`src/dltq_pkg.sv`:
```
// Shared types and constants for the delta-list timer queue.
package dltq_pkg;

  localparam int MODE_W       = 2;
  localparam int SLOT_IN_W    = 4;
  localparam int PERIOD_W     = 24;
  localparam int ELAPSED_W    = 16;
  localparam int FT_W         = 24;
  localparam int RESULT_CAP   = 16;
  localparam int RES_W        = $clog2(RESULT_CAP + 1);

  localparam int IN_SLOT_LSB     = 0;
  localparam int IN_PERIOD_LSB   = IN_SLOT_LSB + SLOT_IN_W;
  localparam int IN_PERIODIC_LSB = IN_PERIOD_LSB + PERIOD_W;
  localparam int IN_ELAPSED_LSB  = IN_PERIODIC_LSB + 1;
  localparam int IN_USED_W       = IN_ELAPSED_LSB + ELAPSED_W;
  localparam int IN_TDATA_W      = ((IN_USED_W + 7) / 8) * 8;

  localparam int OUT_USED_W      = SLOT_IN_W + FT_W;
  localparam int OUT_TDATA_W     = ((OUT_USED_W + 7) / 8) * 8;

  typedef enum logic [MODE_W-1:0] {
    MODE_ADD    = 2'd0,
    MODE_REMOVE = 2'd1,
    MODE_TICK   = 2'd2
  } mode_e;

  typedef enum logic [2:0] {
    ST_IDLE,
    ST_MARK,
    ST_COMPACT,
    ST_INSERT,
    ST_POP,
    ST_REARM,
    ST_EMIT
  } state_e;

  typedef enum logic [2:0] {
    CELL_HOLD,
    CELL_MARK,
    CELL_COMPACT,
    CELL_POP,
    CELL_SUB,
    CELL_INSERT
  } cell_op_e;

  typedef enum logic [1:0] {
    FB_HOLD,
    FB_CLEAR,
    FB_PUSH,
    FB_ROTATE
  } fb_op_e;

  typedef struct packed {
    logic lt;
    logic shift;
    logic hole;
  } cell_link_t;

endpackage

```
`src/dltq_fire_buf.sv`:
```
// Ordered buffer of the timers expired by one tick, read at its head and rotated.
module dltq_fire_buf #(
  parameter int NUM_TIMERS = 16,
  parameter int SLOT_W     = 4,
  parameter int TIME_W     = 24,
  parameter int CNT_W      = 5
) (
  input  logic               clk_i,
  input  logic               rst_ni,
  input  dltq_pkg::fb_op_e   op_i,
  input  logic [SLOT_W-1:0]  push_slot_i,
  input  logic [TIME_W-1:0]  push_reload_i,
  input  logic               push_periodic_i,
  output logic [SLOT_W-1:0]  head_slot_o,
  output logic [TIME_W-1:0]  head_reload_o,
  output logic               head_periodic_o,
  output logic [CNT_W-1:0]   count_o
);
  import dltq_pkg::*;

  logic [SLOT_W-1:0] slot_q     [NUM_TIMERS];
  logic [TIME_W-1:0] reload_q   [NUM_TIMERS];
  logic              periodic_q [NUM_TIMERS];
  logic [CNT_W-1:0]  count_q, count_d;
  logic              full;

  assign full = (count_q == CNT_W'(NUM_TIMERS));

  always_comb begin
    count_d = count_q;
    case (op_i)
      FB_CLEAR: count_d = '0;
      FB_PUSH:  if (!full) count_d = count_q + 1'b1;
      default:  count_d = count_q;
    endcase
  end

  always_ff @(posedge clk_i or negedge rst_ni) begin
    if (!rst_ni) begin
      count_q <= '0;
    end else begin
      count_q <= count_d;
    end
  end

  // Rotation turns the filled entries as a ring; the entry at the fill edge takes the head.
  for (genvar i = 0; i < NUM_TIMERS; i++) begin : g_ent
    if (i < NUM_TIMERS - 1) begin : g_mid
      always_ff @(posedge clk_i) begin
        if (op_i == FB_PUSH && count_q == CNT_W'(i)) begin
          slot_q[i]     <= push_slot_i;
          reload_q[i]   <= push_reload_i;
          periodic_q[i] <= push_periodic_i;
        end else if (op_i == FB_ROTATE) begin
          if (count_q == CNT_W'(i + 1)) begin
            slot_q[i]     <= slot_q[0];
            reload_q[i]   <= reload_q[0];
            periodic_q[i] <= periodic_q[0];
          end else begin
            slot_q[i]     <= slot_q[i+1];
            reload_q[i]   <= reload_q[i+1];
            periodic_q[i] <= periodic_q[i+1];
          end
        end
      end
    end else begin : g_end
      always_ff @(posedge clk_i) begin
        if (op_i == FB_PUSH && count_q == CNT_W'(i)) begin
          slot_q[i]     <= push_slot_i;
          reload_q[i]   <= push_reload_i;
          periodic_q[i] <= push_periodic_i;
        end else if (op_i == FB_ROTATE) begin
          slot_q[i]     <= slot_q[0];
          reload_q[i]   <= reload_q[0];
          periodic_q[i] <= periodic_q[0];
        end
      end
    end
  end

  assign head_slot_o     = slot_q[0];
  assign head_reload_o   = reload_q[0];
  assign head_periodic_o = periodic_q[0];
  assign count_o         = count_q;

endmodule

```
`config.mk`:
```
export PLATFORM = sky130hd
export DESIGN_NAME = dltq_fire_buf
export DESIGN_NICKNAME = d
export VERILOG_FILES = /design/src/dltq_pkg.sv /design/src/dltq_fire_buf.sv
export SDC_FILE = /design/constraint.sdc
export NUM_CORES = 1
export LEC_CHECK = 0
export BUFFER_PORTS_ARGS = -buffer_cell sky130_fd_sc_hd__buf_2
export CAP_MARGIN = 20
export CORE_ASPECT_RATIO = 1.4
export CORE_MARGIN = 2
export CORE_UTILIZATION = 55
export DETAILED_ROUTE_END_ITERATION = 10
export PLACE_DENSITY = 0.72
export SLEW_MARGIN = 40
export SYNTH_ARGS = -nofsm -noshare
export SYNTH_HDL_FRONTEND = slang
export SYNTH_SLANG_ARGS = --single-unit
```
`constraint.sdc`:
```
create_clock -name clk_i -period 10.95 [get_ports clk_i]
set_clock_uncertainty 0.2 [all_clocks]
set_input_delay 1.6425 -clock clk_i [delete_from_list [all_inputs] [get_ports clk_i]]
set_output_delay 1.6425 -clock clk_i [all_outputs]
set_load 0.01 [all_outputs]
```
### After elaboration in Yosys (flattened, before gate mapping)

Memories as Yosys holds them, arrays and structs flattened.
Cells that the tools add are included.

| word-level totals | value |
|---|---|
| register bits | 5 |
| input bits | 33 |
| memories kept | 3 |
| output and inout bits | 34 |
| RAM bits | 464 |

Memories:

| memory | depth | bits a word | read ports | clocked after Yosys merged registers in | wr ports | line | RTL |
|---|---|---|---|---|---|---|---|
| reload_q | 16 | 24 | 16 | 0 | 16 | dltq_fire_buf.sv:22 | `logic [TIME_W-1:0] reload_q [NUM_TIMERS];` |
| slot_q | 16 | 4 | 16 | 0 | 16 | dltq_fire_buf.sv:21 | `logic [SLOT_W-1:0] slot_q [NUM_TIMERS];` |
| periodic_q | 16 | 1 | 16 | 0 | 16 | dltq_fire_buf.sv:23 | `logic periodic_q [NUM_TIMERS];` |

| operators by class | value |
|---|---|
| multiplexer cells | 250 |
| bitwise operators | 93 |
| reductions and logical operators | 19 |
| eq/ne operators | 20 |
| add/subtract/negate cells | 1 |

Operators with widths:

| kind | count |
|---|---|
| 24-bit two-way mux | 31 |
| 1-bit two-way mux | 186 |
| 4-bit two-way mux | 31 |
| 1-bit OR | 93 |
| 5-bit by 4-bit == test with 1-bit output (second input constant) | 8 |
| 5-bit by 3-bit == test with 1-bit output (second input constant) | 4 |
| 1-bit logical AND | 16 |
| 5-bit by 2-bit == test with 1-bit output (second input constant) | 2 |
| 5-bit case mux with 2 select lines | 1 |
| 5-bit by 1-bit adder with 5-bit output (second input constant) | 1 |
| 5-bit by 1-bit == test with 1-bit output (second input constant) | 1 |
| 5-bit == test (second input constant) | 1 |
| 5-bit logical NOT | 1 |
| 5-bit two-way mux | 1 |
| 2-bit == test (second input constant) | 2 |
| 2-bit by 1-bit == test with 1-bit output (second input constant) | 1 |
| 2-bit != test (second input constant) | 1 |
| 2-bit AND reduction | 1 |
| 2-bit nonzero test | 1 |

### Longest topological paths before layout

Gate-level depths: netlist (run 1).

| logic depth | value |
|---|---|
| depth in word-level cells | 7 |
| gate-level depth with buffers | 8 |
| gate-level depth less buffers | 5 |

### Least setup slack after synthesis (run 1)

OpenSTA, ideal clock, no wires.

| timing path | value |
|---|---|
| kind | in2reg |
| start | input port op_i[1] |
| end | memory periodic_q[3][0] (netlist: periodic_q[0][3]), enable pin |
| path slack | 6229 ps |
| cell stages on the path | 2 |
| data arrival time | 4062 ps |
| path buffers | 1 |
| data required time | 10290 ps |
| path through | clkbuf_1 a21boi_0 |

RTL lines:

| item | line | RTL |
|---|---|---|
| start: declaration | dltq_fire_buf.sv:10 | `input dltq_pkg::fb_op_e op_i,` |
| end: declaration | dltq_fire_buf.sv:23 |  |

==> results of run 1 <==
## per-layer routing
layer	vias up	wire (um)	GRT usage
li1	6474	-	-
met1	7519	23400	0.366
met2	585	27400	0.431
met3	95	4190	0.0325
met4	0	1460	0.0722
met5	-	0	0
## state kept, by name (all words and copies together), names as in the netlist
register / cells
reload_q: 384
periodic_q: 16
slot_q: 64
count_o: 5
## power groups by stage
stage	Combinational (uW)	Sequential (uW)	Clock [uW]
finish	612	2220	1500
global route	656	2230	1580
CTS	609	2220	1520
detailed placement	605	2260	0
global placement	584	2250	0
floorplan	455	2230	0
## path summary, 6_finish.rpt
| check | start | endpoint | slack (ps) | cells after the start |
|---|---|---|---|---|
| min in group asynchronous | rst_ni | count_o[3] | 690 | 1 |
| worst min register to register | reload_q[0][24] | reload_q[0][0] | 350 | 1 |
| worst min-delay path | reload_q[0][24] | reload_q[0][0] | 350 | 1 |
| worst max-delay path | op_i[1] | reload_q[1][149] | 6730 | 6 |
| worst max register to register | count_o[0] | reload_q[0][184] | 7690 | 5 |
| max in group asynchronous | rst_ni | count_o[4] | 9710 | 1 |
## final cells by class
class,count,area [um^2],share of cell area
sequential,469,14100,0.573
multi-input combinational,983,7560,0.308
clock buffer,56,1210,0.0493
timing repair buffer,115,767,0.0313
tap,540,676,0.0276
clock inverter,25,170,0.00694
inverter,21,78.8,0.00321
## per-stage QoR
stage	total power, uW	worst slack [ps]	hold slack (ps)
6_report	4340	6730	346
5_1_grt	4470	6570	364
4_1_cts	4350	6470	346
3_5_place_dp	2860	5870	332
3_3_place_gp	2840	5950	324
2_1_floorplan	2690	6230	323
## worst register-to-register path: stages (launching register included)
cell	delay, ps
sky130_fd_sc_hd__dfrtp_1	500
sky130_fd_sc_hd__ha_1	350
sky130_fd_sc_hd__nor4bb_4	320
sky130_fd_sc_hd__buf_4	650
sky130_fd_sc_hd__o21a_1	390
sky130_fd_sc_hd__buf_4	470
## placed cells by master (no fill, tap or decap), types with 4 or more instances in the layout
cell                          n
sky130_fd_sc_hd__nand2_1     39
sky130_fd_sc_hd__nor2_1      15
sky130_fd_sc_hd__edfxtp_1   464
sky130_fd_sc_hd__nand4b_1     4
sky130_fd_sc_hd__mux2_2      71
sky130_fd_sc_hd__nor3_1     361
sky130_fd_sc_hd__clkinv_1     9
sky130_fd_sc_hd__a31oi_1     16
sky130_fd_sc_hd__clkbuf_1     9
sky130_fd_sc_hd__o21a_1       7
sky130_fd_sc_hd__buf_4       44
sky130_fd_sc_hd__nor2_2      35
sky130_fd_sc_hd__a211oi_1    72
sky130_fd_sc_hd__mux2i_1     19
sky130_fd_sc_hd__nand2b_1     9
sky130_fd_sc_hd__a211oi_2   201
sky130_fd_sc_hd__clkbuf_16   47
sky130_fd_sc_hd__inv_1       21
sky130_fd_sc_hd__a21oi_1     90
sky130_fd_sc_hd__buf_2       66
sky130_fd_sc_hd__and4bb_2     7
sky130_fd_sc_hd__clkinv_2    12
sky130_fd_sc_hd__ha_1         5
sky130_fd_sc_hd__a21boi_4     5
## logic make-up (layout without fill, tap and decap cells)
logic type                 after synthesis  after routing  share of synthesized area
AOI/OAI and AO/OA                      398            398                      0.164
and+or+nand+nor                        490            490                      0.113
DFF                                    469            469                      0.617
adders and majority gates                5              5                    0.00274
muxes                                   90             90                     0.0434
buffers and inverters                  252            217                     0.0599
==> flow_results.org, run 1 <==
** Route
- The pre-antenna-repair detailed-routing pass consisted of 5 iterations.
- Number of routed nets with antenna violations :: 0
- The routed design has 56.5 mm of wire.
- After detailed routing, the number of remaining DRC violations is 0.
- In this run, the number of DRC markers left after iteration 0 of detailed routing was 1487.
- Detailed-route wire length per cell :: 25.6 um
- Total number of vias :: 14673
- Routed vias/inst :: 6.64

** STA
- Peak Freq :: 0.237 GHz
- Time the final worst path needs with I/O delays and setup :: 4220 ps
- Headroom to the max-slew limit came out at 0.428.
- Transition at the pin with the smallest max-transition slack :: 859 ps
- For the final routed database, the setup TNS stands at 0 ps.
- Final Max Tran Viols :: 0
- Setup repair after global routing left no endpoint under its margin.
- Count of endpoints failing setup in the final report :: 0
- Final hold violation count :: 0
- Portion of the clock cycle consumed by the worst path in the final layout :: 0.386

** Floorplan
- DIE AREA :: 0.0431 mm^2
- Effective utilization at floorplan :: 0.555
- The total area inside the core boundary comes to 0.0411 mm^2.
- From left edge to right edge, the die measures 176 um.
- In this run the core area contains 88 standard-cell rows.
- Top-Level Pins :: 67
- Floorplan die height :: 245 um

** Worst setup path
- Cell at the slowest stage of the critical path :: sky130_fd_sc_hd__buf_4
- Combined buffer and inverter count along the critical path :: 3
- The cell that appears most often on the critical path is sky130_fd_sc_hd__mux2_2.
- STA classifies the critical path endpoint as a flop.
- Category of the most critical setup path :: input pin to flop
- For the worst setup path, the data required time is 11070 ps.
- STA classifies the critical path startpoint as an input pin.
- In this design, the largest share of critical-path delay is due to buffers and inverters.
- The largest single stage delay on the critical path is 700 ps.
- CP cell instances :: buf_2, nand2_8, buf_12, buf_4, mux2_2, mux2_2
- In this run the worst path has a maximum fanout of 86.
- STA puts the critical path data arrival time at 4340 ps.

** Yosys
- Area leader, netlist :: sky130_fd_sc_hd__edfxtp_1
- In the synthesized netlist the async set-or-reset flop fraction comes to 0.0107.
- The share of synthesized area in the top cell type comes to 0.611.
- For this run, the leading register cell type out of synthesis is sky130_fd_sc_hd__edfxtp_1.
- By area the synthesized netlist is led by sky130_fd_sc_hd__edfxtp_1, sky130_fd_sc_hd__a211oi_2, sky130_fd_sc_hd__nor3_1.
- Synthesis produced 1704 cells.
- Sequential cell area fraction in the yosys report :: 0.617
- During synthesis, Yosys emitted a total of 0 warnings.
- The commonest cells after synthesis are sky130_fd_sc_hd__edfxtp_1, sky130_fd_sc_hd__nor3_1, sky130_fd_sc_hd__a211oi_2, sky130_fd_sc_hd__a21oi_1, sky130_fd_sc_hd__buf_2.
- Post-synth cell types :: 43
- Yosys mapped a number of flops with a built-in enable equal to 464.
- Synthesis inferred 469 register bits.
- Dividing the synthesized area by the synthesized cell count gives 13.4 um^2.
- In this run the cell area of the synthesized design comes to 0.0228 mm^2.
- Most common cell in the netlist :: sky130_fd_sc_hd__edfxtp_1
- Post-Synthesis Net Count :: 1742

** Flow run
- Across the run, the number of max-cap violations was 0.

** Power
- Clock share of power :: 0.347
- Net switching share of the total power :: 0.266
- Portion of total power attributed to sequential cells :: 0.512
- Internal power comes to 3190 uW.
- Max rail drop VDD :: 0.153 mV
- For this design the ratio of total power to cell area is 177 mW/mm^2.
- For this design the static power due to leakage is 0.00752 uW.
- Relative contribution of combinational cells to total power :: 0.141
- For this design the total switching power over the nets is 1150 uW.

** Placement
- Final estimated routing congestion in global placement :: 0.754
- Number of placed instances, taps included :: 2127
- Count of input and output buffers :: 66
- After legalization and detailed placement, the total HPWL measured 30.0 mm.
- Placement Cell Area :: 0.0231 mm^2

** Clock tree
- Count of clock tree sinks :: 469
- CTS placed an instance of sky130_fd_sc_hd__clkbuf_16 at the clock tree root.
- The clock tree synthesis step divided the H-tree into 2 levels.
- Clock Tree Buf Depth :: 3
- Clock latency on the worst-skew pair :: 570 ps
- Clock tree synthesis inserted a total of 46 buffers.
- TritonCTS clock tree :: yes
- In this run the post-CTS setup repair buffer count came out at 0.
- Hold repair after CTS inserted 0 buffers.
- Post-CTS sizing :: 0
- Clock-pin slew was measured on the worst setup and hold paths at 60 ps.

** Finish
- The finished cells cover 0.0245 mm^2.
- Number of standard cells in the final layout excluding fillers :: 2209
- 0 antenna diodes ended up in the layout.
- Final core area utilization :: 0.597
- Layout net count :: 1674
- The area growth from synthesis to layout is 7.57%.
- Filler cell count :: 3107
- Share of post-route cells with drive strength above 1 :: 0.310

** Global routing
- The number of antenna violations at the first check in global routing is 0.
- The total overflow left after global routing is 0.
- Across every metal layer, demand over resource in global routing totals 0.261.
- Entering global routing, the biggest net connects 187 pins.
- The first global-routing pass estimated 86.1 mm of wire.
- The number of global-route vias before repair was 14313.

** Hold path
- The tightest min-delay check is of the flop to flop type.

** Run status
- The flow ran to the end, and the final reports show no timing, DRC or antenna violations.
(Power assumes the default switching activity.)
==> run 2, diff against run 1 <==
==> constraint.sdc (replaced) <==
create_clock -name clk_i -period 4.4 [get_ports clk_i]
set_clock_uncertainty 0.2 [all_clocks]
set_input_delay 0.66 -clock clk_i [delete_from_list [all_inputs] [get_ports clk_i]]
set_output_delay 0.66 -clock clk_i [all_outputs]
set_load 0.01 [all_outputs]
==> run 2 against run 1 <==
  * Sequential power is 150% higher
  * Clock-buffer cell count increased by 3
  * Combinational power increased to 2.5 times the previous value
  * First-iteration DRC count down 8.0%
  * Via count shrank 0.57%
  * Register-to-register slack got worse by 6400 ps
  * Wire length shrank 0.19%
  * Final cell count is 1.0% higher
  * Non-clock buffer count rose by 22
  * Critical path type is now flop to flop
==> flow_results.org, run 2 (synthesis gave the netlist of run 1 again) <==
** STA
- Based on the critical path, the design can be clocked at up to 0.320 GHz.
- The number of slew-limit violations in the final report came to 0.
- Transition at the pin with the smallest max-transition slack :: 825 ps
- The final-report hold violation count was 0.
- The clock period could shrink to 3130 ps.
- Setup violations remaining at the end of the flow were counted as 0.
- Worst-case headroom to the max-slew limit :: 0.448
- Adding up every negative setup slack in the final design gives 0 ps.
- RSZ-0062 raised after global routing :: no
- Portion of the clock cycle consumed by the worst path in the final layout :: 0.711

** Finish
- Largest registers in the final layout :: reload_q x384, slot_q x64, periodic_q x16
- Filler cell count :: 3090
- Commonest cells after routing, fill and taps aside :: sky130_fd_sc_hd__edfxtp_1, sky130_fd_sc_hd__nor3_1, sky130_fd_sc_hd__a211oi_2
- Final core area utilization :: 0.603
- Register ranked first by flip-flop count :: reload_q
- Layout net count :: 1696
- The finished layout holds 2232 standard cells, fillers aside.
- Largest register FFs :: 384
- Multi-input combinational cell area :: 0.00754 mm^2
- Storage element area :: 0.0141 mm^2
- Antenna diode count :: 0
- Share of post-route cells with drive strength above 1 :: 0.309
- Leaving out fill and tap cells, the most frequent cell in the layout is sky130_fd_sc_hd__edfxtp_1.
- Synth-to-layout area growth :: 8.56%

** Worst setup path
- Data on the critical path arrives at its endpoint at 3170 ps.
- CP Max Fanout :: 18
- The worst setup path is launched from a flop.
- Worst setup EP type :: flop
- Critical path required time :: 4440 ps
- Across all register-to-register paths, the minimum setup slack is 1270 ps.
- Measured in cells, the most critical reg-to-reg path has a length of 4.
- The worst register-to-register path ends at reload_q[0][80].
- The critical path is of the flop to flop type.
- Startpoint of the worst register-to-register path :: count_o[0]

** Floorplan
- DIE AREA :: 0.0431 mm^2
- In this run the core area contains 88 standard-cell rows.
- Area of the placeable core :: 0.0411 mm^2
- The die is 176 um wide.
- During I/O placement, the number of pins put on the boundary was 67.
- Floorplan die height :: 245 um
- Effective utilization at floorplan :: 0.555

** Placement
- Final HPWL from detailed placement :: 32.0 mm
- Count of input and output buffers :: 66
- Including well taps, the total number of placed cells is 2149.
- Final estimated routing congestion in global placement :: 0.824

** Route
- Routed vias/inst :: 6.54
- Total number of vias :: 14589
- The first detailed-routing pass took 7 iterations.
- Iteration-0 DRC count of the detailed router :: 1368
- After detailed routing, the number of remaining DRC violations is 0.
- The count of nets left with antenna violations once routing finished came out at 0.
- For this block, the routed nets add up to 56.4 mm of wire.
- Dividing the detail-routed wire length by the instance count gives 25.3 um.

** Clock tree
- Clock-pin slew was measured on the worst setup and hold paths at 70 ps.
- TritonCTS built the clock tree.
- H-Tree Level Count :: 2
- Gates resized during post-CTS repair numbered 0.
- Root Buffer :: sky130_fd_sc_hd__clkbuf_16
- Cts-stage hold buffer count :: 1
- The clock reaches the later pin of the worst-skew pair after 560 ps.
- Buffers inserted during clock tree synthesis total 46.
- Count of clock tree sinks :: 469
- Number of post-CTS setup repair buffers :: 0
- The clock passes through at most 3 buffers.

** Global routing
- The first global-routing pass estimated 86.2 mm of wire.
- Antenna violations before repair :: 0
- Entering global routing, the biggest net connects 95 pins.
- Via count of the first global-routing pass :: 14579
- Summed over all layers, the global routing overflow is 0.
- Aggregate global-route resource usage :: 0.262

** Power
- Pwr per Cell Area :: 443 mW/mm^2
- Summed over all cells, the static leakage comes to 0.00765 uW.
- The worst-case IR drop observed on VDD is 0.291 mV.

** Hold path
- Classification of the worst-slack hold path :: input pin to async pin

** Flow run
- The tool flagged a number of max-cap violations equal to 0.

** Run status
- The flow ran to the end, and the final reports show no timing, DRC or antenna violations.
-- run 2: worst max path at each step --
stage | slack (ps) | to | start | cells past startpoint
after floorplan | 200 | periodic_q[0][3] | count_o[3] | 5
after global placement | 1160 | periodic_q[3][2] | op_i[0] | 4
after detailed placement | 1220 | reload_q[0][9] | op_i[1] | 5
after CTS | 1240 | reload_q[0][80] | count_o[2] | 3
after global routing | 1160 | reload_q[0][86] | count_o[0] | 4
final | 1270 | reload_q[0][80] | count_o[0] | 4
-- run 2: metal layers --
metal  wire length (um)  vias to the layer above  global-route usage
met4               2110                        0              0.0926
met2              26800                      566               0.425
li1                   -                     6506                   -
met5                  0                        -                   0
met3               3990                      108              0.0375
met1              23500                     7409               0.363
-- run 2: area by class of cell --
cell class,count,share of cell area
well taps,540,0.0273
clock buffers,59,0.0511
inverters,21,0.00319
repair buffers,137,0.0384
flip-flops and latches,469,0.568
multi-input cells,983,0.305
clock inverters,23,0.00723
-- run 2: per-stage QoR --
| stage | cell area, um^2 | power (uW) | setup slack, ps | hold slack [ps] |
|---|---|---|---|---|
| after global placement | 23200 | 7080 | 1160 | 288 |
| final | 24700 | 11000 | 1270 | 245 |
| after detailed placement | 23300 | 7150 | 1220 | 289 |
| after CTS | 24700 | 11000 | 1240 | 226 |
| after floorplan | 22800 | 6690 | 196 | 164 |
| after global routing | 24700 | 11300 | 1160 | 239 |
-- run 2: power by group --
part           internal [uW]  switching (uW)
registers               5370             156
clock network           2200            1680
logic                    502            1040
total                   8070            2880
-- run 2: worst max-delay path, stage by stage (launching register included) --
cell and delay [ps]:
sky130_fd_sc_hd__dfrtp_1 490, sky130_fd_sc_hd__ha_1 350, sky130_fd_sc_hd__or4b_1 690, sky130_fd_sc_hd__a21boi_4 730, sky130_fd_sc_hd__buf_4 340
