`src/dltq_pkg.sv`:
```
// Shared types and constants for the delta-list timer queue.
package dltq_pkg;

  localparam int MODE_W       = 2;
  localparam int SLOT_IN_W    = 4;
  localparam int PERIOD_W     = 24;
  localparam int ELAPSED_W    = 16;
  localparam int FT_W         = 24;
  localparam int RESULT_CAP   = 16;
  localparam int RES_W        = $clog2(RESULT_CAP + 1);

  localparam int IN_SLOT_LSB     = 0;
  localparam int IN_PERIOD_LSB   = IN_SLOT_LSB + SLOT_IN_W;
  localparam int IN_PERIODIC_LSB = IN_PERIOD_LSB + PERIOD_W;
  localparam int IN_ELAPSED_LSB  = IN_PERIODIC_LSB + 1;
  localparam int IN_USED_W       = IN_ELAPSED_LSB + ELAPSED_W;
  localparam int IN_TDATA_W      = ((IN_USED_W + 7) / 8) * 8;

  localparam int OUT_USED_W      = SLOT_IN_W + FT_W;
  localparam int OUT_TDATA_W     = ((OUT_USED_W + 7) / 8) * 8;

  typedef enum logic [MODE_W-1:0] {
    MODE_ADD    = 2'd0,
    MODE_REMOVE = 2'd1,
    MODE_TICK   = 2'd2
  } mode_e;

  typedef enum logic [2:0] {
    ST_IDLE,
    ST_MARK,
    ST_COMPACT,
    ST_INSERT,
    ST_POP,
    ST_REARM,
    ST_EMIT
  } state_e;

  typedef enum logic [2:0] {
    CELL_HOLD,
    CELL_MARK,
    CELL_COMPACT,
    CELL_POP,
    CELL_SUB,
    CELL_INSERT
  } cell_op_e;

  typedef enum logic [1:0] {
    FB_HOLD,
    FB_CLEAR,
    FB_PUSH,
    FB_ROTATE
  } fb_op_e;

  typedef struct packed {
    logic lt;
    logic shift;
    logic hole;
  } cell_link_t;

endpackage

```
`src/dltq_cell.sv`:
```
// One queue position of the delta-list timer row: entry storage and neighbor moves.
module dltq_cell #(
  parameter int SLOT_W = 4,
  parameter int TIME_W = 24
) (
  input  logic                 clk_i,
  input  logic                 rst_ni,
  input  dltq_pkg::cell_op_e   op_i,
  input  dltq_pkg::cell_link_t prev_link_i,
  output dltq_pkg::cell_link_t link_o,
  input  logic                 prev_valid_i,
  input  logic [SLOT_W-1:0]    prev_slot_i,
  input  logic [TIME_W-1:0]    prev_time_i,
  input  logic [TIME_W-1:0]    prev_reload_i,
  input  logic                 prev_periodic_i,
  input  logic                 next_valid_i,
  input  logic [SLOT_W-1:0]    next_slot_i,
  input  logic [TIME_W-1:0]    next_time_i,
  input  logic [TIME_W-1:0]    next_reload_i,
  input  logic                 next_periodic_i,
  input  logic [SLOT_W-1:0]    key_slot_i,
  input  logic [TIME_W-1:0]    key_time_i,
  input  logic [TIME_W-1:0]    key_reload_i,
  input  logic                 key_periodic_i,
  input  logic [TIME_W-1:0]    sub_i,
  output logic                 valid_o,
  output logic [SLOT_W-1:0]    slot_o,
  output logic [TIME_W-1:0]    time_o,
  output logic [TIME_W-1:0]    reload_o,
  output logic                 periodic_o
);
  import dltq_pkg::*;

  logic              valid_q, valid_d;
  logic              hole_q, hole_d;
  logic [SLOT_W-1:0] slot_q, slot_d;
  logic [TIME_W-1:0] time_q, time_d;
  logic [TIME_W-1:0] reload_q, reload_d;
  logic              periodic_q, periodic_d;
  logic              lt, eq, shift;

  // The stored times are remaining times to expiry and kept in nondecreasing order along the row.
  assign lt    = valid_q && (time_q < key_time_i);
  assign eq    = valid_q && (time_q == key_time_i);
  assign shift = !prev_link_i.lt || (!lt && !eq);

  assign link_o = '{lt: lt, shift: shift, hole: hole_q};

  always_comb begin
    valid_d    = valid_q;
    hole_d     = hole_q;
    slot_d     = slot_q;
    time_d     = time_q;
    reload_d   = reload_q;
    periodic_d = periodic_q;
    case (op_i)
      CELL_MARK: begin
        hole_d = valid_q && (slot_q == key_slot_i);
      end
      CELL_COMPACT: begin
        hole_d = prev_link_i.hole && valid_q;
        if (hole_q) begin
          valid_d    = next_valid_i;
          slot_d     = next_slot_i;
          time_d     = next_time_i;
          reload_d   = next_reload_i;
          periodic_d = next_periodic_i;
        end
      end
      CELL_POP: begin
        valid_d    = next_valid_i;
        slot_d     = next_slot_i;
        time_d     = next_time_i;
        reload_d   = next_reload_i;
        periodic_d = next_periodic_i;
      end
      CELL_SUB: begin
        if (valid_q) begin
          time_d = time_q - sub_i;
        end
      end
      CELL_INSERT: begin
        if (shift && prev_link_i.shift) begin
          valid_d    = prev_valid_i;
          slot_d     = prev_slot_i;
          time_d     = prev_time_i;
          reload_d   = prev_reload_i;
          periodic_d = prev_periodic_i;
        end else if (shift) begin
          valid_d    = 1'b1;
          slot_d     = key_slot_i;
          time_d     = key_time_i;
          reload_d   = key_reload_i;
          periodic_d = key_periodic_i;
        end
      end
      default: begin
      end
    endcase
  end

  always_ff @(posedge clk_i or negedge rst_ni) begin
    if (!rst_ni) begin
      valid_q <= 1'b0;
      hole_q  <= 1'b0;
    end else begin
      valid_q <= valid_d;
      hole_q  <= hole_d;
    end
  end

  always_ff @(posedge clk_i) begin
    slot_q     <= slot_d;
    time_q     <= time_d;
    reload_q   <= reload_d;
    periodic_q <= periodic_d;
  end

  assign valid_o    = valid_q;
  assign slot_o     = slot_q;
  assign time_o     = time_q;
  assign reload_o   = reload_q;
  assign periodic_o = periodic_q;

endmodule

```
`config.mk`:
```
export PLATFORM = sky130hd
export DESIGN_NAME = dltq_cell
export DESIGN_NICKNAME = d
export VERILOG_FILES = /design/src/dltq_pkg.sv /design/src/dltq_cell.sv
export SDC_FILE = /design/constraint.sdc
export NUM_CORES = 1
export LEC_CHECK = 0
export ABC_AREA = 1
export BUFFER_PORTS_ARGS = -buffer_cell sky130_fd_sc_hd__buf_4
export CAP_MARGIN = 20
export CORE_UTILIZATION = 53
export CTS_BUF_LIST = sky130_fd_sc_hd__clkbuf_8 sky130_fd_sc_hd__clkbuf_16
export CTS_CLUSTER_SIZE = 10
export DETAILED_ROUTE_END_ITERATION = 16
export GPL_TIMING_DRIVEN = 0
export PLACE_DENSITY = 0.87
export SETUP_SLACK_MARGIN = 0.05
export SLEW_MARGIN = 20
export SYNTH_ARGS = -nofsm -noshare
export SYNTH_HDL_FRONTEND = slang
export SYNTH_SLANG_ARGS = --single-unit
```
`constraint.sdc`:
```
create_clock -name clk_i -period 4.9 [get_ports clk_i]
set_input_delay 0.245 -clock clk_i [delete_from_list [all_inputs] [get_ports clk_i]]
set_output_delay 0.245 -clock clk_i [all_outputs]
set_load 0.01 [all_outputs]
```
== Word-level counts from Yosys, hierarchy flattened ==
Cells that the tools add are included.

* Add/sub/neg operators: 1
* Multiply operators: 0
* Div/mod/pow operators: 0
* Order comparisons: 1
* Equal/unequal tests: 10
* Shift operators: 0
* Mux-type cells: 22
* Bitwise logic cells: 0
* Reduce and logical (&&, ||, !) cells: 15

{| class="wikitable"
|+ Operators by type and width
! cell !! number
|-
| 2-to-1 mux 24 bit || 7
|-
| case mux 24 bit (4 select lines) || 1
|-
| case mux 24 bit (3 select lines) || 1
|-
| == test 24 bit || 1
|-
| less-than comparator 24 bit || 1
|-
| subtractor 24 bit || 1
|-
| 2-to-1 mux 4 bit || 3
|-
| case mux 4 bit (3 select lines) || 1
|-
| == test 3 x 2 -> 1 bit, second input constant || 2
|-
| == test 3 bit, second input constant || 2
|-
| logical AND 1 bit || 6
|-
| 2-to-1 mux 1 bit || 6
|-
| case mux 1 bit (3 select lines) || 2
|-
| == test 4 bit || 1
|-
| inequality test 2 bit, second input constant || 2
|-
| AND reduction 4 bit || 1
|-
| nonzero test 4 bit || 1
|-
| == test 3 x 1 -> 1 bit, second input constant || 1
|-
| zero test 1 bit || 3
|-
| inequality test 3 bit, second input constant || 1
|-
| AND reduction 3 bit || 1
|-
| nonzero test 3 bit || 1
|-
| case mux 1 bit (2 select lines) || 1
|-
| nonzero test 2 bit || 1
|-
| logical OR 1 bit || 1
|}

* Bits in registers: 55
* Latch bits: 0
* RAM bits: 0
* Bits in read-only memories: 0
* Output and inout bits: 57
* Word-level logic and storage cells: 55
* Memories kept: 0

== Logic depth before layout (Yosys ltp) ==
Gate-level depths: netlist (run 1).

* Depth in word-level cells: 8
* Depth in mapped cells: 18
* Gate-level depth less buffers: 17

== Worst setup path before layout (run 1) ==
Ideal clock, no wire load.

* Path kind: register -> register
* Start point: reg time_q[23], in the netlist time_o[23]
* End point: reg periodic_q, in the netlist periodic_o, enable pin
* Library setup time: 0.384 ns
* Arrival: 2.152 ns
* Required time: 4.516 ns
* Setup slack: 2.364 ns
* Cell stages (with the launch flop): 12
* Clock period less this slack: 2.536 ns
* Path through: edfxtp_1 ha_1 nand2_1 nor2_1 nand2_1 nor2_1 nand2_1 nand3_2 nand2_2 nand3_1 nand3_1 inv_1

* Longest elaborated chain between the ends: 8

{| class="wikitable"
|+ RTL lines
! item !! line !! text
|-
| start: declaration || dltq_cell.sv:37 || <nowiki>logic [TIME_W-1:0] time_q, time_d;</nowiki>
|-
| start signal: assignment || dltq_cell.sv:114 || <nowiki>time_q <= time_d;</nowiki>
|-
| less-than comparator 24 bit / == test 24 bit (equally long branches) || dltq_cell.sv:43, dltq_cell.sv:44 ||
|-
| logical AND 1 bit (on tied branches) || dltq_cell.sv:43, dltq_cell.sv:44 ||
|-
| zero test 1 bit || dltq_cell.sv:45 || <nowiki>assign shift = !prev_link_i.lt || (!lt && !eq);</nowiki>
|-
| logical AND 1 bit (*) || dltq_cell.sv:45 ||
|-
| logical OR 1 bit (*) || dltq_cell.sv:45 ||
|-
| logical AND 1 bit || dltq_cell.sv:83 || <nowiki>if (shift && prev_link_i.shift) begin</nowiki>
|-
| inequality test 3 bit (no line) (*) || -- ||
|-
| AND reduction 3 bit (no line) (*) || -- ||
|-
| end signal: assignment || dltq_cell.sv:116 || <nowiki>periodic_q <= periodic_d;</nowiki>
|-
| end: declaration || dltq_cell.sv:39 || <nowiki>logic periodic_q, periodic_d;</nowiki>
|}

Mark *: on every way between the ends. The rest lies on a longest branch, timed or not.
A chain may end at the register's enable or synchronous reset.

== Worst setup path in the final report (run 1) ==
* Start point: reg time_q[15], in the netlist time_o[15]
* End point: out link_o[1] (netlist name)

* Longest elaborated chain between the ends: 5

{| class="wikitable"
|+ RTL lines
! item !! line !! text
|-
| less-than comparator 24 bit / == test 24 bit (equally long branches) || dltq_cell.sv:43, dltq_cell.sv:44 ||
|-
| logical AND 1 bit (on tied branches) || dltq_cell.sv:43, dltq_cell.sv:44 ||
|-
| zero test 1 bit || dltq_cell.sv:45 ||
|-
| logical AND 1 bit (*) || dltq_cell.sv:45 ||
|-
| logical OR 1 bit (*) || dltq_cell.sv:45 ||
|-
| end: declaration || dltq_cell.sv:10 || <nowiki>output dltq_pkg::cell_link_t link_o,</nowiki>
|}

Marks and branches as above.

==> flow_summary_export.csv, run 1 <==
group,metric,value,unit
run_status,status,"finished clean",
place,io_buffer_count,249,
clock_tree,clock_path_buffers,2,
timing,slew_headroom,49.4,%
timing,slew_viol_final,0,
logic_synthesis,netlist_area,5620,sq um
logic_synthesis,synth_cell_types,35,
place,gp_congestion,0.928,
setup_path,path_class,"flop to output pin",
floorplanning,initial_core_util,54.5,%
global_routing,overflow,0,
pwr,clockPowerShare,17.6,%
setup_path,crit_chain,"ha_1 > nand2_1 > nor2_1 > nand4_1 > nor2_1 > nand2_1 > nand3_2 > nand2_2 > nand2_4 > buf_6 > buf_6 > buf_4 > buf_4",
clock_tree,clk_pin_slew_worst_paths,0.12,ns
floorplanning,coreArea,10300,sq um
pwr,p_int,0.00101,W
run,cap_violations,0,
timing,fmax,351,MHz
floorplanning,die_area,11000,sq um
logic_synthesis,yosysSeqAreaShare,29.2,%
route,vias,6601,
setup_path,cp-end-kind,"output pin",
clock_tree,clock_sinks,55,
timing,tns,0,ns
timing,fin_crit_sh,58.2,%
timing,clock-skew-final,0.00962,ns
hold_path,whs_path_depth,3,
clock_tree,cts_buffers,5,
timing,setup_viol,0,
setup_path,required,4.66,ns
setup_path,path_delay_family,"simple AND/OR/NAND/NOR gates",
route,avgRoutedWirePerCell,15.2,um
logic_synthesis,ys.flop_type,"edfxtp_1",
floorplanning,die_x,105,um
cells_and_area,finalNonFillerCells,1237,
clock_tree,clk_latency,0.33,ns
cells_and_area,drive_gt1_share,27.5,%
clock_tree,cts_htree_levels,2,
clock_tree,cts_tree,"built",
cells_and_area,nets,1341,
global_routing,grt_max_degree,30,
route,firstDrtPassIters,5,
pwr,p_sw_share,38.3,%
logic_synthesis,ys_seq_elements,55,
hold_path,min_from,"next_reload_i[14]",
route,finalWirelength,18800,um
clock_tree,root_buffer,"clkbuf_8",
setup_path,slowest_delay,0.45,ns
route,routed_via_density,5.34,
logic_synthesis,synth_common_cells,"nand2_1, inv_1, nand3_1",
logic_synthesis,synth_async_sr_flop_share,3.64,%
timing,grt_setup_unrepaired,"no",
global_routing,grt_pass1_wl,29100,um
route,drc,0,
logic_synthesis,synth_area_leaders,"edfxtp_1, nand2_1, nand3_1",
setup_path,slowest_stage,"edfxtp_1",
timing,fin_crit,2.85,ns
timing,final_hold_viol_count,0,
hold_path,hold_path.class,"input pin to flop",
cells_and_area,synthToLayoutAreaGrowth,38.1,%
floorplanning,dieHeight,105,um
logic_synthesis,synth_area_leader_cell,"edfxtp_1",
clock_tree,ctsResizeCount,0,
pwr,vdd_drop_max,0.154,mV
setup_path,worst_r2r_startpoint,"time_o[15]",
logic_synthesis,syn_avg_cell_area,6.67,sq um
logic_synthesis,syn_inst,843,
setup_path,cp-start-kind,"flop",
route,first_iter_violations,312,
setup_path,cp.arrival,2.61,ns
global_routing,globalRouteTotalUtil,33.2,%
setup_path,critPathBufInv,4,
pwr,power_frac_comb,45.3,%
pwr,seqPwrFrac,37.1,%
place,placedCellCount,1228,
floorplanning,placement_rows,37,
floorplanning,pin_count,250,
global_routing,grt_pass1_vias,6320,
logic_synthesis,yosysMostFrequentCell,"nand2_1",
cells_and_area,multi_input_area,3220,sq um
logic_synthesis,yosys_warnings,0,
pwr,p_leak,4.12,nW
setup_path,r2r-end,"time_o[7]",
route,ant_nets,0,
timing,tightestPinTransition,0.759,ns
cells_and_area,antenna_cells,0,
setup_path,r2r.worst_path.cells,11,
setup_path,rrSetupSlack,2.08,ns
setup_path,path_max_fanout,10,
pwr,p_sw,0.000624,W
place,hpwl,15100,um
global_routing,antenna_found_initial,0,
cells_and_area,fillerInstances,882,
pwr,powerDensity,210,nW/um^2
hold_path,hold_path_end,"reload_o[14]",
logic_synthesis,synth_edf_count,53,
logic_synthesis,synth_fp_nets,1084,
cells_and_area,regArea,1640,sq um
logic_synthesis,synth_top_area_share,28.3,%
timing,whs,0.201,ns
## area by class of cell
class	instances	area share, %
well taps	136	2.19
clock inverters	3	0.290
clock buffers	5	0.886
plain buffers	35	2.67
repair buffers	250	24.2
flip-flops and latches	55	21.1
inverters	148	7.15
multi-input cells	605	41.5
## what timing repair did
action                    4_1_cts  5_1_grt
buffers inserted                0        0
hold endpoints to repair        2        0
hold buffers                    1        0
## metal layers
layer  part of all wire, %  wire length [um]  GRT usage [%]
met1                    36              6730           34.3
met4                   3.8               722           14.4
met5                     0                 0              0
met2                    52              9840           64.4
met3                   7.8              1470           6.43
## kinds of logic after synthesis
group | after synthesis | share of synthesized area, %
buffers and inverters | 183 | 13.6
flip-flops | 55 | 29.2
AO/OA/AOI/OAI | 148 | 14.4
adder cells (fa/ha/maj) | 48 | 10.8
XOR/XNOR | 5 | 0.779
AND/OR/NAND/NOR | 404 | 31.3
## cell usage in the layout (no fill, tap or decap), types with 9 or more instances in the layout
master / synthesis / routed
or2_2: 9 / 9
inv_1: 145 / 144
ha_1: 47 / 47
nor2_1: 40 / 40
o21ai_1: 31 / 31
nand2_1: 205 / 204
edfxtp_1: 53 / 53
buf_4: 3 / 252
nand3_1: 131 / 131
clkbuf_1: 12 / 12
a21oi_1: 66 / 66
o21ai_0: 30 / 30
a21oi_2: 9 / 9
## worst max path at each step
stage                from          to  slack [ns]  cells after the start
2_1_floorplan  time_o[23]  periodic_o        2.36                     11
3_3_place_gp   time_o[15]  time_o[11]        1.84                     11
3_5_place_dp   time_o[15]  time_o[11]        1.78                     11
4_1_cts        time_o[15]  time_o[11]        1.75                     11
5_1_grt        time_o[23]  time_o[10]        1.85                     11
6_report       time_o[15]   link_o[1]        2.05                     13
## state kept, by name, summed over array words and instances, names as in the netlist
register,cells
time_o,24
periodic_o,1
slot_o,4
valid_o,1
reload_o,24
hole_q,1
## worst reg2reg max path, stage by stage (launching register included)
cell	delay (ns)
edfxtp_1	0.45
ha_1	0.33
nand2_1	0.09
nor2_1	0.17
nand4_1	0.18
nor2_1	0.17
nand2_1	0.08
nand3_2	0.08
nand2_2	0.10
nand3_1	0.11
nand3_1	0.16
nand2_2	0.56
## stage by stage
step	utilization (%)	power, W	cell area (sq um)	setup WS [ns]
floorplan	-	0.00103	5620	2.36
global placement	74.2	0.00133	7660	1.84
detailed placement	74.2	0.00134	7660	1.78
CTS	75.2	0.00162	7760	1.75
global route	75.2	0.00173	7760	1.85
finish	75.2	0.00163	7760	2.05
## power groups by stage
| stage | Sequential [W] | Combinational [W] | Clock [W] |
|---|---|---|---|
| 6_report | 0.000605 | 0.000739 | 0.000288 |
| 5_1_grt | 0.000608 | 0.000812 | 0.000305 |
| 4_1_cts | 0.000605 | 0.000731 | 0.000285 |
| 3_5_place_dp | 0.000615 | 0.000728 | 0 |
| 3_3_place_gp | 0.000615 | 0.000714 | 0 |
| 2_1_floorplan | 0.000627 | 0.000406 | 0 |
(Power assumes the default switching activity.)
==> run 2, diff against run 1 <==
--- a/config.mk
+++ b/config.mk
@@ -8,12 +8,12 @@
 export ABC_AREA = 1
 export BUFFER_PORTS_ARGS = -buffer_cell sky130_fd_sc_hd__buf_4
 export CAP_MARGIN = 20
-export CORE_UTILIZATION = 53
+export CORE_UTILIZATION = 44
 export CTS_BUF_LIST = sky130_fd_sc_hd__clkbuf_8 sky130_fd_sc_hd__clkbuf_16
 export CTS_CLUSTER_SIZE = 10
 export DETAILED_ROUTE_END_ITERATION = 16
 export GPL_TIMING_DRIVEN = 0
-export PLACE_DENSITY = 0.87
+export PLACE_DENSITY = 0.77
 export SETUP_SLACK_MARGIN = 0.05
 export SLEW_MARGIN = 20
 export SYNTH_ARGS = -nofsm -noshare
==> constraint.sdc (replaced) <==
create_clock -name clk_i -period 2.4 [get_ports clk_i]
set_input_delay 0.12 -clock clk_i [delete_from_list [all_inputs] [get_ports clk_i]]
set_output_delay 0.12 -clock clk_i [all_outputs]
set_load 0.01 [all_outputs]
==> flow_summary_export.csv, run 2 (synthesis gave the netlist of run 1 again) <==
group,metric,value,unit
pwr,vdd_drop_max,0.353,mV
cells_and_area,nets,1370,
timing,setup_viol,68,
setup_path,path_delay_family,"simple AND/OR/NAND/NOR gates",
timing,timing.final.ws_setup,-0.120,ns
floorplanning,initial_core_util,46.0,%
route,routed_via_density,5.18,
place,hpwl,15400,um
global_routing,grt_util_met1,31.4,%
clock_tree,cts_htree_levels,2,
setup_path,slowest_stage,"edfxtp_1",
timing,whs,0.0763,ns
timing,slew_viol_final,0,
cells_and_area,most-common-layout-cells,"buf_4, nand2_1, inv_1, nand3_1, a21oi_1",
clock_tree,clock_sinks,55,
cells_and_area,post-route-util,69.9,%
route,finalWirelength,20700,um
hold_path,hold_path.class,"input pin to flop",
route,drc,0,
floorplanning,die_area,13200,sq um
place,placedCellCount,1260,
global_routing,grt_max_degree,19,
setup_path,slowest_delay,0.45,ns
clock_tree,cts_buffers,5,
cells_and_area,fillerInstances,1086,
clock_tree,cts_tree,"built",
timing,final_hold_viol_count,0,
cells_and_area,postLayoutCellArea,8530,sq um
floorplanning,coreArea,12200,sq um
pwr,powerDensity,445,nW/um^2
timing,grt_setup_unrepaired,"yes",
run_status,status,"finished with violations",
cells_and_area,multi_input_area,3540,sq um
global_routing,use_met2,57.8,%
timing,slew_headroom,49.9,%
cells_and_area,final_common_cell,"buf_4",
run,cap_violations,0,
clock_tree,clk_latency,0.32,ns
setup_path,r2r.worst_path.cells,15,
route,firstDrtPassIters,5,
global_routing,overflow,0,
global_routing,grtUsageMet3,7.64,%
setup_path,path_class,"flop to flop",
global_routing,antenna_found_initial,0,
timing,tightestPinTransition,0.752,ns
timing,fin_crit,2.52,ns
clock_tree,clock_path_buffers,2,
global_routing,grt_pass1_wl,30400,um
hold_path,hold_path_end,"time_o[19]",
route,vias,6720,
run_status,violations,"setup timing",
timing,fmax,397,MHz
clock_tree,root_buffer,"clkbuf_16",
cells_and_area,drive_gt1_share,33.5,%
global_routing,busiest_layer,"met2",
hold_path,min_from,"next_time_i[19]",
setup_path,critPathBufInv,3,
route,first_iter_violations,297,
setup_path,worst_r2r_startpoint,"time_o[13]",
setup_path,crit_cells,15,
floorplanning,pin_count,250,
pwr,p_leak,4.39,nW
setup_path,cpMostUsedCell,"nand3_2",
setup_path,cp.arrival,2.59,ns
cells_and_area,finalNonFillerCells,1298,
route,ant_nets,0,
setup_path,crit_chain,"ha_4 > nand2_4 > nor2_4 > nand4_1 > nor2_2 > nand2_1 > nand3_2 > nand2_4 > nand2_4 > buf_12 > buf_12 > buf_8 > nand3_2 > nand3_2 > nand3_2",
cells_and_area,antenna_cells,0,
place,io_buffer_count,249,
cells_and_area,regArea,1640,sq um
global_routing,globalRouteTotalUtil,29.9,%
route,avgRoutedWirePerCell,15.9,um
timing,fin_crit_sh,105,%
setup_path,required,2.47,ns
floorplanning,dieHeight,115,um
clock_tree,clk_pin_slew_worst_paths,0.08,ns
timing,clock-skew-final,0.00629,ns
floorplanning,placement_rows,40,
setup_path,r2r-end,"time_o[19]",
place,gp_congestion,0.925,
setup_path,cp-start-kind,"flop",
setup_path,cp-end-kind,"flop",
global_routing,grt_pass1_vias,6341,
floorplanning,die_x,115,um
setup_path,rrSetupSlack,-0.12,ns
hold_path,whs_path_depth,3,
cells_and_area,synthToLayoutAreaGrowth,51.8,%
place,place_area,7720,sq um
setup_path,path_max_fanout,5,
[run 2: layer usage]
metal / vias to the layer above / share of wire [%] / wire length [um]
li1: 3341 / - / -
met3: 45 / 7.2 / 1480
met1: 3072 / 37 / 7690
met4: 0 / 3.0 / 625
met5: - / 0 / 0
met2: 262 / 53 / 10900
[run 2: power breakdown]
part	switching (W)	internal (W)	total [W]
registers	0.0000656	0.00117	0.00123
logic	0.000930	0.000811	0.00174
clock network	0.000423	0.000396	0.000819
[run 2: worst min-delay path, stage by stage]
cell and delay, ns:
buf_4 0.08, nand2_1 0.05, nand3_2 0.05
[run 2: final cells by class]
cell class	count	share of cell area, %
repair inverters	1	0.0880
clock buffers	5	1.47
clock inverters	3	0.279
plain buffers	35	2.86
well taps	168	2.46
repair buffers	277	25.5
inverters	148	6.55
flip-flops and latches	55	19.2
multi-input cells	606	41.5
[run 2: how the worst max path moves through the flow]
| stage | endpoint | slack (ns) | from |
|---|---|---|---|
| finish | time_o[19] | -0.12 | time_o[13] |
| detailed placement | reload_o[12] | -0.47 | time_o[15] |
| global placement | reload_o[6] | -0.50 | time_o[15] |
| global route | time_o[19] | -0.19 | time_o[10] |
| CTS | time_o[21] | -0.09 | time_o[15] |
| floorplan | periodic_o | 0.07 | time_o[15] |
[run 2: stage by stage]
stage	setup TNS, ns	worst slack [ns]	total power, W
floorplan	0	0.0652	0.00211
global placement	-28.32	-0.504	0.00273
detailed placement	-26.66	-0.474	0.00275
CTS	-3.35	-0.0926	0.00365
global route	-9.75	-0.190	0.00400
finish	-3.35	-0.120	0.00379
[run 2: what timing repair did]
item / 4_1_cts / 5_1_grt
cloned: 2 / 3
setup endpoints to repair: 107 / 107
hold buffers: 1 / 0
setup buffers: 13 / 11
endpoints found under the hold margin: 2 / 0
gates resized for setup: 24 / 47
pin swaps: 11 / 36
==> run 3, diff against run 2 <==
--- a/config.mk
+++ b/config.mk
@@ -8,8 +8,10 @@
 export ABC_AREA = 1
 export BUFFER_PORTS_ARGS = -buffer_cell sky130_fd_sc_hd__buf_4
 export CAP_MARGIN = 20
+export CORE_MARGIN = 1.5
 export CORE_UTILIZATION = 44
 export CTS_BUF_LIST = sky130_fd_sc_hd__clkbuf_8 sky130_fd_sc_hd__clkbuf_16
+export CTS_CLUSTER_DIAMETER = 50
 export CTS_CLUSTER_SIZE = 10
 export DETAILED_ROUTE_END_ITERATION = 16
 export GPL_TIMING_DRIVEN = 0
==> flow_summary_export.csv, run 3 (synthesis gave the netlist of run 1 again) <==
group,metric,value,unit
timing,slew_viol_final,0,
route,wl_met1,7700,um
route,routed_via_density,5.19,
hold_path,hold_path.class,"input pin to flop",
route,firstDrtPassIters,4,
floorplanning,pin_count,250,
clock_tree,clk_latency,0.32,ns
route,vias,6771,
route,dr_wl_met3,1470,um
timing,tightestPinTransition,0.907,ns
run,cap_violations,0,
global_routing,globalRouteTotalUtil,29.5,%
global_routing,grt_pass1_wl,30500,um
run_status,status,"finished with violations",
clock_tree,clock_sinks,55,
timing,clock-skew-final,0.0129,ns
floorplanning,initial_core_util,44.9,%
route,met2WireLength,11200,um
place,io_buffer_count,249,
pwr,p_leak,4.53,nW
timing,final_hold_viol_count,0,
clock_tree,root_buffer,"clkbuf_16",
route,avgRoutedWirePerCell,16.1,um
cells_and_area,nets,1372,
clock_tree,cts_htree_levels,2,
setup_path,path_max_fanout,4,
timing,grt_setup_unrepaired,"yes",
timing,fin_crit_sh,104,%
cells_and_area,post-route-util,70.8,%
cells_and_area,finalNonFillerCells,1304,
setup_path,required,2.28,ns
timing,fmax,401,MHz
cells_and_area,drive_gt1_share,37.2,%
setup_path,cp-start-kind,"flop",
pwr,vdd_drop_max,0.311,mV
clock_tree,clk_pin_slew_worst_paths,0.09,ns
cells_and_area,synthToLayoutAreaGrowth,57.6,%
clock_tree,cts_buffers,5,
timing,tns,-4.60,ns
floorplanning,die_x,116,um
cells_and_area,antenna_cells,0,
clock_tree,clock_path_buffers,2,
floorplanning,die_area,13500,sq um
route,finalWirelength,21000,um
route,first_iter_violations,301,
route,drc,0,
setup_path,path_class,"flop to output pin",
timing,fin_crit,2.49,ns
timing,setup_viol,106,
place,gp_congestion,0.915,
global_routing,grt_max_degree,20,
floorplanning,coreArea,12500,sq um
place,place_area,7730,sq um
setup_path,cp-end-kind,"output pin",
cells_and_area,final_common_cell,"buf_4",
place,placedCellCount,1264,
clock_tree,cts_tree,"built",
run_status,violations,"setup timing",
route,ant_nets,0,
global_routing,antenna_found_initial,0,
global_routing,overflow,0,
timing,slew_headroom,39.5,%
setup_path,cp.arrival,2.37,ns
route,top_layer_used,"met4",
floorplanning,dieHeight,116,um
global_routing,grt_pass1_vias,6511,
cells_and_area,most-common-layout-cells,"buf_4, nand2_1, inv_1, nand3_1, edfxtp_1",
floorplanning,placement_rows,41,
cells_and_area,postLayoutCellArea,8860,sq um
pwr,powerDensity,438,nW/um^2
timing,timing.final.ws_setup,-0.0924,ns
place,hpwl,15400,um
## run 3: cell types whose count changed in the layout (fill, tap and decap cells not counted), sizes merged
| cell | before | now |
|---|---|---|
| inv | 148 | 150 |
| clkinv | 2 | 0 |
| buf | 296 | 297 |
| nand2 | 209 | 211 |
| clkbuf | 20 | 19 |
## run 3: final timing paths
path	from	end	slack, ns	cells after the start
setup / recovery	time_o[13]	link_o[1]	-0.09	12
hold / removal	next_reload_i[0]	reload_o[0]	0.08	3
setup reg to reg	time_o[13]	time_o[11]	-0.08	14
hold reg to reg	hole_q	hole_q	0.58	2
max in group asynchronous	rst_ni	valid_o	2.19	2
min in group asynchronous	rst_ni	hole_q	0.12	2
## run 3: layout make-up
cell class                      count  area, sq um
Multi-Input combinational cell    608         3810
Fill cell                        1088         3660
Timing Repair Buffer              277         2210
Sequential cell                    55         1640
Inverter                          148          559
Buffer                             35          265
Tap cell                          172          215
Clock buffer                        5          125
Clock inverter                      3         26.3
Timing Repair inverter              1         7.51
## run 3: timing repair
| item | in CTS | in global routing |
|---|---|---|
| hold buffers | 1 | 0 |
| buffers inserted | 17 | 6 |
| hold endpoints to repair | 2 | 0 |
| pin swaps | 15 | 59 |
| cloned | 3 | 5 |
| gates resized for setup | 44 | 100 |
| setup endpoints to repair | 107 | 109 |
## run 3: layer usage
metal,vias up,global-route usage (%)
met5,-,0
met4,0,13.5
met3,47,6.69
met2,249,55.8
met1,3113,30.9
li1,3362,-
## run 3: power by group
group	total (W)	switching, W	internal, W
registers	0.00123	0.0000656	0.00117
clock network	0.000817	0.000416	0.000401
logic	0.00183	0.000977	0.000850
## run 3: per-stage QoR
stage / setup slack, ns / power (W) / hold slack [ns]
5_1_grt: -0.214 / 0.00409 / 0.0779
6_report: -0.0924 / 0.00388 / 0.0786
2_1_floorplan: 0.0652 / 0.00211 / -0.176
3_3_place_gp: -0.502 / 0.00273 / -0.0949
4_1_cts: -0.117 / 0.00370 / 0.0746
3_5_place_dp: -0.529 / 0.00275 / -0.0949
## run 3: worst max-delay path, cell delays in order, from the launching register on
cell	delay, ns
edfxtp_1	0.44
ha_4	0.32
nand2_4	0.05
nor2_4	0.11
nand4_1	0.16
nor2_2	0.18
nand4_1	0.14
nand2_4	0.12
nand2_4	0.07
buf_12	0.14
buf_8	0.12
buf_6	0.10
buf_6	0.11
